$ cat config.mk
export PLATFORM = sky130hd
export DESIGN_NAME = window_mode_tracker
export DESIGN_NICKNAME = d
export VERILOG_FILES = /design/src/rtl/wmt_pkg.sv /design/src/rtl/window_mode_tracker.sv
export SDC_FILE = /design/constraint.sdc
export NUM_CORES = 2
export LEC_CHECK = 0
export ABC_AREA = 1
export BUFFER_PORTS_ARGS = -buffer_cell sky130_fd_sc_hd__buf_2
export CAP_MARGIN = 40
export CORE_MARGIN = 2
export CORE_UTILIZATION = 60
export DETAILED_ROUTE_END_ITERATION = 12
export GPL_TIMING_DRIVEN = 0
export MAX_ROUTING_LAYER = met4
export PLACE_DENSITY_LB_ADDON = 0.3
export SYNTH_ARGS = -nofsm -noshare
export SYNTH_HDL_FRONTEND = slang
export SYNTH_SLANG_ARGS = --single-unit
$ cat constraint.sdc
create_clock -name clk -period 14.1 [get_ports clk]
set_input_delay 0.705 -clock clk [delete_from_list [all_inputs] [get_ports clk]]
set_output_delay 0.705 -clock clk [all_outputs]
set_load 0.02 [all_outputs]
$ cat src/rtl/wmt_pkg.sv
// Shared constants for the window mode tracker.
package wmt_pkg;
  localparam int unsigned TYPE_W = 8;
  localparam int unsigned TOP_TYPE_W = 7;
  localparam int unsigned TOP_COUNT_W = 6;
  localparam int unsigned DISTINCT_W = 8;
endpackage

$ cat src/rtl/window_mode_tracker.sv
// Window mode tracker: sliding-window type counts with a ranked mode list.
//
// Usage: one request on the in_ channel carries a packet payload type. Each
// request gives exactly one result on the out_ channel: whether the type was
// counted, the head of the ranked list with its window count, and the number
// of distinct types seen. Types at or above TYPES are reported but not counted.
// The block works on one request at a time; in_ready is high only while idle.
// From the accepting edge to the registered result: an ignored type goes
// straight to the head read, and a type that already sits in its own slot
// goes there after the slot check; otherwise the slot and count update come
// first, then a bubbling pass that moves the new type past its neighbours,
// a second pass for the replaced type when the slot was occupied, and the
// head read. The next request can be taken in the cycle after the result is
// registered.
// Reset clears the window valid bits, ranked bits, the list length and the
// window pointer; the memories need no clearing pass because only entries below
// the list length or with a ranked bit are ever used.
// When the receiver stalls, the result holds on the out_ ports and the next
// request waits in the final state until the result is taken.
module window_mode_tracker #(
  parameter int unsigned WINDOW = 32,
  parameter int unsigned TYPES = 128
) (
  input  logic clk,
  input  logic rst_n,
  input  logic in_valid,
  output logic in_ready,
  input  logic [wmt_pkg::TYPE_W-1:0] in_payload_type,
  output logic out_valid,
  input  logic out_ready,
  output logic out_accepted,
  output logic out_top_valid,
  output logic [wmt_pkg::TOP_TYPE_W-1:0] out_top_type,
  output logic [wmt_pkg::TOP_COUNT_W-1:0] out_top_count,
  output logic [wmt_pkg::DISTINCT_W-1:0] out_distinct_types
);
  localparam int unsigned WP_W = (WINDOW > 1) ? $clog2(WINDOW) : 1;
  localparam int unsigned TI_W = (TYPES > 1) ? $clog2(TYPES) : 1;
  localparam int unsigned LEN_W = $clog2(TYPES + 1);
  localparam int unsigned CNT_W = $clog2(WINDOW + 1);
  localparam int unsigned TT_W = wmt_pkg::TOP_TYPE_W;
  localparam int unsigned TC_W = wmt_pkg::TOP_COUNT_W;
  localparam int unsigned DT_W = wmt_pkg::DISTINCT_W;

  typedef enum logic [3:0] {
    S_IDLE, S_SLOT, S_OTW, S_UPRD, S_UPCNT, S_UPCHK, S_DNRD, S_DNCNT, S_DNCHK,
    S_FIN, S_OTPOS, S_HRD, S_HCNT, S_DONE
  } state_t;

  // Memories: ranked list (position -> type), position table, counts, window slots.
  logic [TI_W-1:0] rank_mem [TYPES];
  logic [TI_W-1:0] pos_mem [TYPES];
  logic [CNT_W-1:0] cnt_mem [TYPES];
  logic [TI_W-1:0] slot_mem [WINDOW];
  logic [WINDOW-1:0] slot_vld_r;
  logic [TYPES-1:0] ranked_r;

  state_t state_r;
  logic [TI_W-1:0] nt_r, ot_r, ty_r, other_r;
  logic had_r, second_r, moved_r, newly_r, acc_r;
  logic [TI_W-1:0] p_r;
  logic [CNT_W-1:0] c_r, cnt_ot_r;
  logic [WP_W-1:0] wp_r;
  logic [LEN_W-1:0] len_r;
  logic [TI_W-1:0] head_r;
  logic [TI_W-1:0] slot_rd_r, rank_rd_r, pos_rd_r;
  logic [CNT_W-1:0] cnt_rd_r;
  logic out_valid_r, out_acc_r, out_top_valid_r;
  logic [TT_W-1:0] out_top_type_r;
  logic [TC_W-1:0] out_top_count_r;
  logic [DT_W-1:0] out_distinct_r;

  // One write port and one read port per memory, driven by the sequencer.
  logic rank_we, pos_we, cnt_we, slot_we;
  logic [TI_W-1:0] rank_wa, rank_wd, rank_ra, pos_wa, pos_wd, pos_ra, cnt_wa, cnt_ra;
  logic [CNT_W-1:0] cnt_wd;

  logic in_known, same_slot, take_new;
  logic [CNT_W-1:0] cnt_nt_new, cnt_ot_dec;
  logic [WP_W-1:0] wp_nxt;

  assign in_known = 32'(in_payload_type) < TYPES;
  assign same_slot = slot_vld_r[wp_r] && (slot_rd_r == nt_r);
  assign take_new = !ranked_r[nt_r] && (32'(len_r) < TYPES);
  // An unranked type has never been counted, so its stale memory word is replaced by zero.
  assign cnt_nt_new = (ranked_r[nt_r] ? cnt_rd_r : '0) + CNT_W'(1);
  assign cnt_ot_dec = (cnt_rd_r != '0) ? cnt_rd_r - CNT_W'(1) : cnt_rd_r;
  assign wp_nxt = (32'(wp_r) == WINDOW - 1) ? '0 : wp_r + WP_W'(1);

  assign in_ready = (state_r == S_IDLE);
  assign out_valid = out_valid_r;
  assign out_accepted = out_acc_r;
  assign out_top_valid = out_top_valid_r;
  assign out_top_type = out_top_type_r;
  assign out_top_count = out_top_count_r;
  assign out_distinct_types = out_distinct_r;

  always_ff @(posedge clk) begin
    if (rank_we) rank_mem[rank_wa] <= rank_wd;
    rank_rd_r <= rank_mem[rank_ra];
    if (pos_we) pos_mem[pos_wa] <= pos_wd;
    pos_rd_r <= pos_mem[pos_ra];
    if (cnt_we) cnt_mem[cnt_wa] <= cnt_wd;
    cnt_rd_r <= cnt_mem[cnt_ra];
    if (slot_we) slot_mem[wp_r] <= nt_r;
    slot_rd_r <= slot_mem[wp_r];
  end

  always_comb begin
    rank_we = 1'b0;
    rank_wa = p_r;
    rank_wd = other_r;
    rank_ra = p_r;
    pos_we = 1'b0;
    pos_wa = other_r;
    pos_wd = p_r;
    pos_ra = nt_r;
    cnt_we = 1'b0;
    cnt_wa = nt_r;
    cnt_wd = cnt_nt_new;
    cnt_ra = head_r;
    slot_we = 1'b0;
    case (state_r)
      S_IDLE: cnt_ra = in_payload_type[TI_W-1:0];
      S_SLOT: begin
        cnt_ra = slot_rd_r;
        if (!same_slot) begin
          slot_we = 1'b1;
          cnt_we = 1'b1;
        end
      end
      S_OTW: begin
        cnt_we = had_r;
        cnt_wa = ot_r;
        cnt_wd = cnt_ot_dec;
      end
      S_UPRD: rank_ra = p_r - TI_W'(1);
      S_UPCNT, S_DNCNT: cnt_ra = rank_rd_r;
      S_UPCHK: begin
        // The moving type floats; only the passed entry is written back.
        if (cnt_rd_r < c_r) begin
          rank_we = 1'b1;
          pos_we = 1'b1;
        end
      end
      S_DNRD: rank_ra = p_r + TI_W'(1);
      S_DNCHK: begin
        if (cnt_rd_r > c_r) begin
          rank_we = 1'b1;
          pos_we = 1'b1;
        end
      end
      S_FIN: begin
        rank_we = 1'b1;
        rank_wd = ty_r;
        pos_we = 1'b1;
        pos_wa = ty_r;
        pos_ra = ot_r;
      end
      S_HRD: rank_ra = '0;
      S_HCNT: cnt_ra = rank_rd_r;
      default: ;
    endcase
  end

  always_ff @(posedge clk) begin
    if (!rst_n) begin
      state_r <= S_IDLE;
      slot_vld_r <= '0;
      ranked_r <= '0;
      wp_r <= '0;
      len_r <= '0;
      out_valid_r <= 1'b0;
    end else begin
      if (state_r == S_DONE && (!out_valid_r || out_ready)) begin
        out_valid_r <= 1'b1;
      end else if (out_ready) begin
        out_valid_r <= 1'b0;
      end
      case (state_r)
        S_IDLE: begin
          if (in_valid) begin
            nt_r <= in_payload_type[TI_W-1:0];
            acc_r <= in_known;
            state_r <= in_known ? S_SLOT : S_HRD;
          end
        end
        S_SLOT: begin
          ot_r <= slot_rd_r;
          had_r <= slot_vld_r[wp_r];
          wp_r <= wp_nxt;
          if (same_slot) begin
            state_r <= S_HRD;
          end else begin
            slot_vld_r[wp_r] <= 1'b1;
            c_r <= cnt_nt_new;
            newly_r <= take_new;
            p_r <= len_r[TI_W-1:0];
            if (take_new) begin
              ranked_r[nt_r] <= 1'b1;
              len_r <= len_r + LEN_W'(1);
            end
            state_r <= S_OTW;
          end
        end
        S_OTW: begin
          cnt_ot_r <= cnt_ot_dec;
          if (!newly_r) p_r <= pos_rd_r;
          ty_r <= nt_r;
          second_r <= 1'b0;
          moved_r <= 1'b0;
          state_r <= S_UPRD;
        end
        S_UPRD: state_r <= (p_r == '0) ? S_DNRD : S_UPCNT;
        S_UPCNT: begin
          other_r <= rank_rd_r;
          state_r <= S_UPCHK;
        end
        S_UPCHK: begin
          if (cnt_rd_r < c_r) begin
            p_r <= p_r - TI_W'(1);
            moved_r <= 1'b1;
            state_r <= S_UPRD;
          end else begin
            // After moving up, the entry below has a lower count: no down pass.
            state_r <= moved_r ? S_FIN : S_DNRD;
          end
        end
        S_DNRD: begin
          if (LEN_W'(p_r) + LEN_W'(1) >= len_r) begin
            state_r <= S_FIN;
          end else begin
            state_r <= S_DNCNT;
          end
        end
        S_DNCNT: begin
          other_r <= rank_rd_r;
          state_r <= S_DNCHK;
        end
        S_DNCHK: begin
          if (cnt_rd_r > c_r) begin
            p_r <= p_r + TI_W'(1);
            state_r <= S_DNRD;
          end else begin
            state_r <= S_FIN;
          end
        end
        S_FIN: begin
          if (!second_r && had_r) begin
            second_r <= 1'b1;
            state_r <= S_OTPOS;
          end else begin
            state_r <= S_HRD;
          end
        end
        S_OTPOS: begin
          p_r <= pos_rd_r;
          ty_r <= ot_r;
          c_r <= cnt_ot_r;
          moved_r <= 1'b0;
          state_r <= S_UPRD;
        end
        S_HRD: state_r <= S_HCNT;
        S_HCNT: begin
          head_r <= rank_rd_r;
          state_r <= S_DONE;
        end
        S_DONE: begin
          if (!out_valid_r || out_ready) begin
            out_acc_r <= acc_r;
            out_top_valid_r <= (len_r != '0);
            out_top_type_r <= (len_r != '0) ? TT_W'(head_r) : '0;
            out_top_count_r <= (len_r != '0) ? TC_W'(cnt_rd_r) : '0;
            out_distinct_r <= DT_W'(len_r);
            state_r <= S_IDLE;
          end
        end
        default: state_r <= S_IDLE;
      endcase
    end
  end

  a_out_hold: assert property (@(posedge clk) disable iff (!rst_n)
    out_valid && !out_ready |=> out_valid && $stable(out_accepted)
      && $stable(out_top_valid) && $stable(out_top_type) && $stable(out_top_count)
      && $stable(out_distinct_types));
  a_busy_after_accept: assert property (@(posedge clk) disable iff (!rst_n)
    in_valid && in_ready |=> !in_ready);
  a_len_range: assert property (@(posedge clk) disable iff (!rst_n)
    32'(len_r) <= TYPES);
  a_wp_range: assert property (@(posedge clk) disable iff (!rst_n)
    32'(wp_r) < WINDOW);
  a_head_flag: assert property (@(posedge clk) disable iff (!rst_n)
    out_valid |-> (out_top_valid == (out_distinct_types != '0)));
endmodule

* Word-level counts from Yosys, hierarchy flattened
Memories as Yosys holds them, arrays and structs flattened. A register that Yosys moved wholly into a read port is not among the register bits.
Cells that the tools add are included.
** Storage, ports and cells
- Output and inout bits :: 25
- Bits in writable memories :: 2784
- Bits in read-only memories :: 0
- Register bits after elaboration :: 260
- Word-level logic and storage cells :: 161
- Latch bits :: 0
- Memories :: 4
** Operators by class
- Shift operators :: 0
- Order comparisons :: 9
- Reductions and logical operators :: 38
- Multiply operators :: 0
- Equal/unequal tests :: 22
- Divide/modulo/power cells :: 0
- Bitwise gates (word level) :: 3
- Add/subtract/negate cells :: 7
- Multiplexer cells :: 54
** Memories
- pos_mem :: depth 128, width 7, read ports 1, clocked after Yosys merged registers in 1, write ports 1, RTL line window_mode_tracker.sv:52 : logic [TI_W-1:0] pos_mem [TYPES];
- rank_mem :: depth 128, width 7, read ports 1, clocked after Yosys merged registers in 1, write ports 1, RTL line window_mode_tracker.sv:51 : logic [TI_W-1:0] rank_mem [TYPES];
- cnt_mem :: depth 128, width 6, read ports 1, clocked after Yosys merged registers in 1, write ports 1, RTL line window_mode_tracker.sv:53 : logic [CNT_W-1:0] cnt_mem [TYPES];
- slot_mem :: depth 32, width 7, read ports 1, clocked after Yosys merged registers in 1, write ports 1, RTL line window_mode_tracker.sv:54 : logic [TI_W-1:0] slot_mem [WINDOW];
** Operator list (count)
- bitwise OR 128 bit :: 1
- case mux 4 bit (13 select lines) :: 1
- 2-to-1 mux 7 bit :: 7
- case mux 7 bit (3 select lines) :: 2
- case mux 7 bit (5 select lines) :: 1
- 2-to-1 mux 4 bit :: 8
- bitwise OR 32 bit :: 1
- equality test 4 bit, second input constant :: 6
- 2-to-1 mux 6 bit :: 4
- AND reduction 3 bit :: 7
- 2-to-1 mux 1 bit :: 19
- equality test 4 x 3 -> 1 bit, second input constant :: 4
- less-than comparator 8 bit, second input constant :: 2
- case mux 7 bit (2 select lines) :: 1
- AND reduction 2 bit :: 7
- != test 2 bit, second input constant :: 6
- case mux 6 bit (2 select lines) :: 1
- nonzero test 2 bit :: 5
- adder 7 x 1 -> 8 bit, second input constant :: 1
- adder 8 x 1 -> 8 bit, second input constant :: 1
- equality test 4 x 2 -> 1 bit, second input constant :: 2
- greater-or-equal comparator 8 bit :: 1
- less-than comparator 7 x 8 -> 1 bit, second input constant :: 1
- nonzero test 8 bit :: 1
- other kinds (33) :: 43

* Logic depth before layout (Yosys ltp)
- Word-level depth :: 7
- Gate-level depth with buffers :: 21

* Worst setup path before layout
No wires, ideal clock.
- Kind :: reg-to-reg
- From :: register nt_r[0]
- To :: memory cnt_mem[0][0] (netlist bit), data pin
- Stages on the path, launching flop included :: 16
- Arrival :: 7.086 ns
- Slack :: 5.817 ns
- Cells stage by stage :: edfxtp_1 > buf_4 > buf_4 > buf_2 > o21ai_0 > nand2_1 > nand2_1 > nand2_1 > nand2_1 > nand2_1 > nand3_1 > nand2_1 > nand3_1 > nor2_4 > nor2_1 > o21ai_0
** Between the ends
- Cells in the longest elaborated chain, start to end :: 5
** RTL lines
- from (decl) :: RTL line window_mode_tracker.sv:59 : logic [TI_W-1:0] nt_r, ot_r, ty_r, other_r;
- from (signal assigned) :: RTL line window_mode_tracker.sv:183 : nt_r <= in_payload_type[TI_W-1:0];
- binary-select mux 1 bit (select 7 bit) :: RTL line window_mode_tracker.sv:86 : assign cnt_nt_new = (ranked_r[nt_r] ? cnt_rd_r : '0) + CNT_W'(1);
- 2-to-1 mux 1 bit (not written as such) :: RTL line window_mode_tracker.sv:86
- 2-to-1 mux 6 bit :: RTL line window_mode_tracker.sv:86
- adder 6 x 1 -> 6 bit :: RTL line window_mode_tracker.sv:86
- 2-to-1 mux 6 bit :: RTL line window_mode_tracker.sv:123 : case (state_r)
- net cnt_wd[0] :: RTL line window_mode_tracker.sv:76 : logic [CNT_W-1:0] cnt_wd;
- to (decl) :: RTL line window_mode_tracker.sv:53
The timed path passes the listed nets, and every way through them passes these cells. The select of a mux whose other input is x is not followed.

* Worst setup path after layout
- From :: register nt_r[2]
- To :: register pos_rd_r[5] (read register of pos_mem)
** Between the ends
- Cells in the longest elaborated chain, start to end :: 1
** RTL lines
- 2-to-1 mux 7 bit :: RTL line window_mode_tracker.sv:123
- to (decl) :: RTL line window_mode_tracker.sv:66 : logic [TI_W-1:0] slot_rd_r, rank_rd_r, pos_rd_r;
No other way between the ends.
A chain may end at the register's enable or synchronous reset.

==> metrics.md <==
| Metric | Value |
|---|---|
| Worst IR Drop VDD | between 0.00015 and 0.0002 V |
| CP Class | register to register |
| Netlist Area Pre-Place | 0.129 sq mm |
| Critical R2R Launch | nt_r[2] |
| Vias per std cell | between 6 and 7 |
| Flop-to-flop setup slack | 8740 ps |
| Data required time of the critical path | 14,960 ps |
| WHS Path Cells | 1 |
| GRT met3 Usage | 9.70% |
| DP HPWL | 287,000 um |
| Die Area | about 0.22 sq mm |
| Data arrival time of the worst path | 6220 ps |
| First-pass GRT wire length | 593,000 um |
| Fraction of the mapped netlist area in adder cells | less than 1% |
| Min Clock Period, post-route | approximately 5400 ps |
| Worst r2r dst | pos_rd_r[5] |
| Power Total | 31.4 mW |
| Die Y | 467 um |
| Distinct cell type count after synthesis | 48 |
| Tcrit/Tclk final | between 30% and 40% |
| WHS Endpoint | nt_r[2] |
| Pin count of the biggest net entering global routing | 93 |
| Synth-to-layout area growth | 13.2% |
| Worst-Margin Slew | approximately 1000 ps |
| Async SR Flop Fraction | 0% |
| Power share of the combinational group | 38.7% |
| Worst-Skew Late Latency | 1000 ps |
| Net Sw Power | 12.7 mW |
| Setup Fix Bufs, Post-CTS | 0 |
| Slew Limit Fails | 0 |
| GRT Total Usage | 38.4% |
| CORE AREA | 0.214 sq mm |
| Lkg Pwr | 50.7 nW |
| Max cap viols | 0 |
| Die outline width | 467 um |
| Synth Register Bits | 3,071 |
| Sequential area share after synthesis | 70.1% |
| Leading area contributor after synthesis | edfxtp_1 |
| Clk buf depth | 4 |
| Power per standard cell area | 215 mW/mm^2 |
| Clock skew | 61.2 ps |
| CTS tree | built |
| Yosys top cell area share | 66.9% |
| Initial antenna violation count | 11 |
| Syn. warnings | 0 |
| Commonest non-fill, non-tap cell in the layout | edfxtp_1 |
| Number of enable flip-flop cells after synthesis | 2,866 |
| Syn_nets | 11,000 |
| Routed wire per std cell | 28.3 um |
| Largest family of logic cells by synthesized area | simple AND/OR/NAND/NOR gates |
| Portion of netlist area occupied by mux cells | 0% |
| Routability congestion estimate | around 1.0 |
| RSZ-0062 raised after global routing | false |
| Vias in the first global route | 89,800 |
| Fmax | about 190 MHz |
| DR pass1 iterations | 13 |
| Worst min path class | input port to register |
| Top fanout value on the critical path | 18 |
| Synth Area in Compound Gates | 9.82% |
| I/O Buffers | 36 |
| Synth area leaders | edfxtp_1, nand3_1, nand2_1, o211ai_1, dfxtp_1 |
| Synth Area in XOR/XNOR | 0.122% |
| Synthesized area per cell | around 12 sq um |
| Met2 Track Usage GR | 56.0% |
| CTS H-tree depth | 5 |
| GR Util met1 | 50.3% |
| Clock transition at path regs | 70 ps |
| Sequential power share | 34.6% |
| Synth Instances | 11,000 |
| Crit path launch type | register |
| TritonCTS Sinks | roughly 3,100 |
| Gr ovfl total | 0 |
| Post-synthesis simple-gate area fraction | around 15% |
| Detail Route Antenna Nets | 0 |
| CTS Buf Count | 327 |
| Hold Vio Cnt, Final | 0 |
| Final nets | 11,500 |
| Dpl cell area | 0.135 sq mm |
| Vias | between 90,000 and 100k |
| Clk network pwr share | between 20% and 30% |
| IO Pins | 37 |
| # rows | 170 |
| HP Start | in_payload_type[2] |
| Worst slew margin | 30.4% |
| Final setup fails | 0 |
| Initial DRC Count | between 15,000 and 20,000 |
| WL final | just over 400,000 um |
| Status | completed |
| Most frequent cells in the layout | edfxtp_1, nand2_1, nand3_1 |
| Most common flop cell mapped by yosys | edfxtp_1 |
| Finished Cell Area | roughly 0.15 sq mm |
| Initial Util | 60.1% |
| Share of layout cells above drive strength 1 | 11.1% |
| DRC Markers | 0 |
| Switch share | slightly above 40% |
| GRT busiest layer | met2 |
| Int Pwr | about 19 mW |
| Worst reg-to-reg path cell count | 13 |
| CP Capture Type | register |
| Root buffer cell | clkbuf_16 |
==> Yosys cell counts (163+ instances only) <==
cell type	count
inv_1	868
nand4_1	182
nand3_1	1326
edfxtp_1	2866
clkbuf_1	465
o211ai_1	659
o21ai_0	816
nand2_1	1393
dfxtp_1	205
or2_2	428
buf_2	163
nor2_1	845
o21bai_1	193
==> state kept, by name, summed over array words and instances (netlist names), 7 cells and up <==
register / flops
slot_rd_r: 7
out_top_type: 7
len_r: 8
head_r: 7
p_r: 7
rank_mem: 896
ranked_r: 128
slot_vld_r: 32
pos_rd_r: 7
nt_r: 7
out_distinct_types: 8
slot_mem: 224
rank_rd_r: 7
pos_mem: 896
ty_r: 7
cnt_mem: 768
ot_r: 7
other_r: 7
==> metrics by stage <==
step	setup TNS (ps)	instances	util, %	hold WS (ps)	setup slack (ps)
after floorplan	0	11000	-	400	5820
after global placement	-679740	13800	61.9	414	-3060
after detailed placement	0	14000	63.3	419	8990
after CTS	0	14600	68.1	3.85	8990
after global routing	0	14600	68.1	30.8	8550
final	0	14600	68.1	44.2	8740
==> cell families (layout without fill, tap and decap cells) <==
family                     Yosys count  count (layout)
AOI/OAI and AO/OA                 2023            2023
xor gates and xnor gates            18              18
adders and majority gates           27              27
buffers and inverters             1608            2395
DFF                               3071            3071
other                                0               9
and+or+nand+nor                   4207            4207
==> how the worst max path moves through the flow <==
| stage | endpoint | cells after the start | slack (ps) | start |
|---|---|---|---|---|
| floorplan | cnt_mem[0][0] | 15 | 5820 | nt_r[0] |
| global placement | cnt_mem[100][0] | 13 | -3060 | nt_r[1] |
| detailed placement | cnt_mem[107][4] | 17 | 8990 | nt_r[4] |
| CTS | cnt_mem[104][4] | 17 | 8990 | nt_r[4] |
| global route | cnt_mem[104][4] | 17 | 8550 | nt_r[4] |
| finish | pos_rd_r[5] | 13 | 8740 | nt_r[2] |
==> power by group through the flow <==
stage                     sequential [mW]  combinational, mW  clock, mW
after floorplan                      11.2               6.27          0
after global placement               11.6               10.5          0
after detailed placement             11.0               11.5          0
after CTS                            10.8               11.6       8.37
after global routing                 10.8               12.6       8.72
final                                10.8               12.2       8.38
==> metal layers <==
metal  vias up  routed length [um]
met3      1455               55700
met5         -                   0
li1      40400                   -
met1     45500              149000
met4         0               24600
met2      7215              184000
==> worst max-delay path, cell delays in order (launching register included) <==
cell      delay, ps
edfxtp_1        880
buf_2           460
buf_1           620
nand2_1         100
o21ai_0         240
buf_4           270
clkbuf_1        610
clkbuf_1        700
o211ai_1        330
nand3_1         230
nand3_1         280
nand2_1         270
nand2_1          80
nand2_1         170
==> area by class of cell <==
class	count	area, sq um
buffer	723	2990
clock buffer	406	8690
clock inverter	162	1520
tap	2838	3550
fill	15200	68300
multi-input combinational	6275	32300
sequential	3071	90200
inverter	885	3350
timing repair buffer	219	3110
antenna	9	22.5
==> what timing repair did <==
item                                   CTS  global route
gates resized for setup                  0             0
setup endpoints to repair                0             0
hold buffers                             5             0
endpoints found under the hold margin    5             0
No activity file was read; power rests on OpenSTA's default activity.
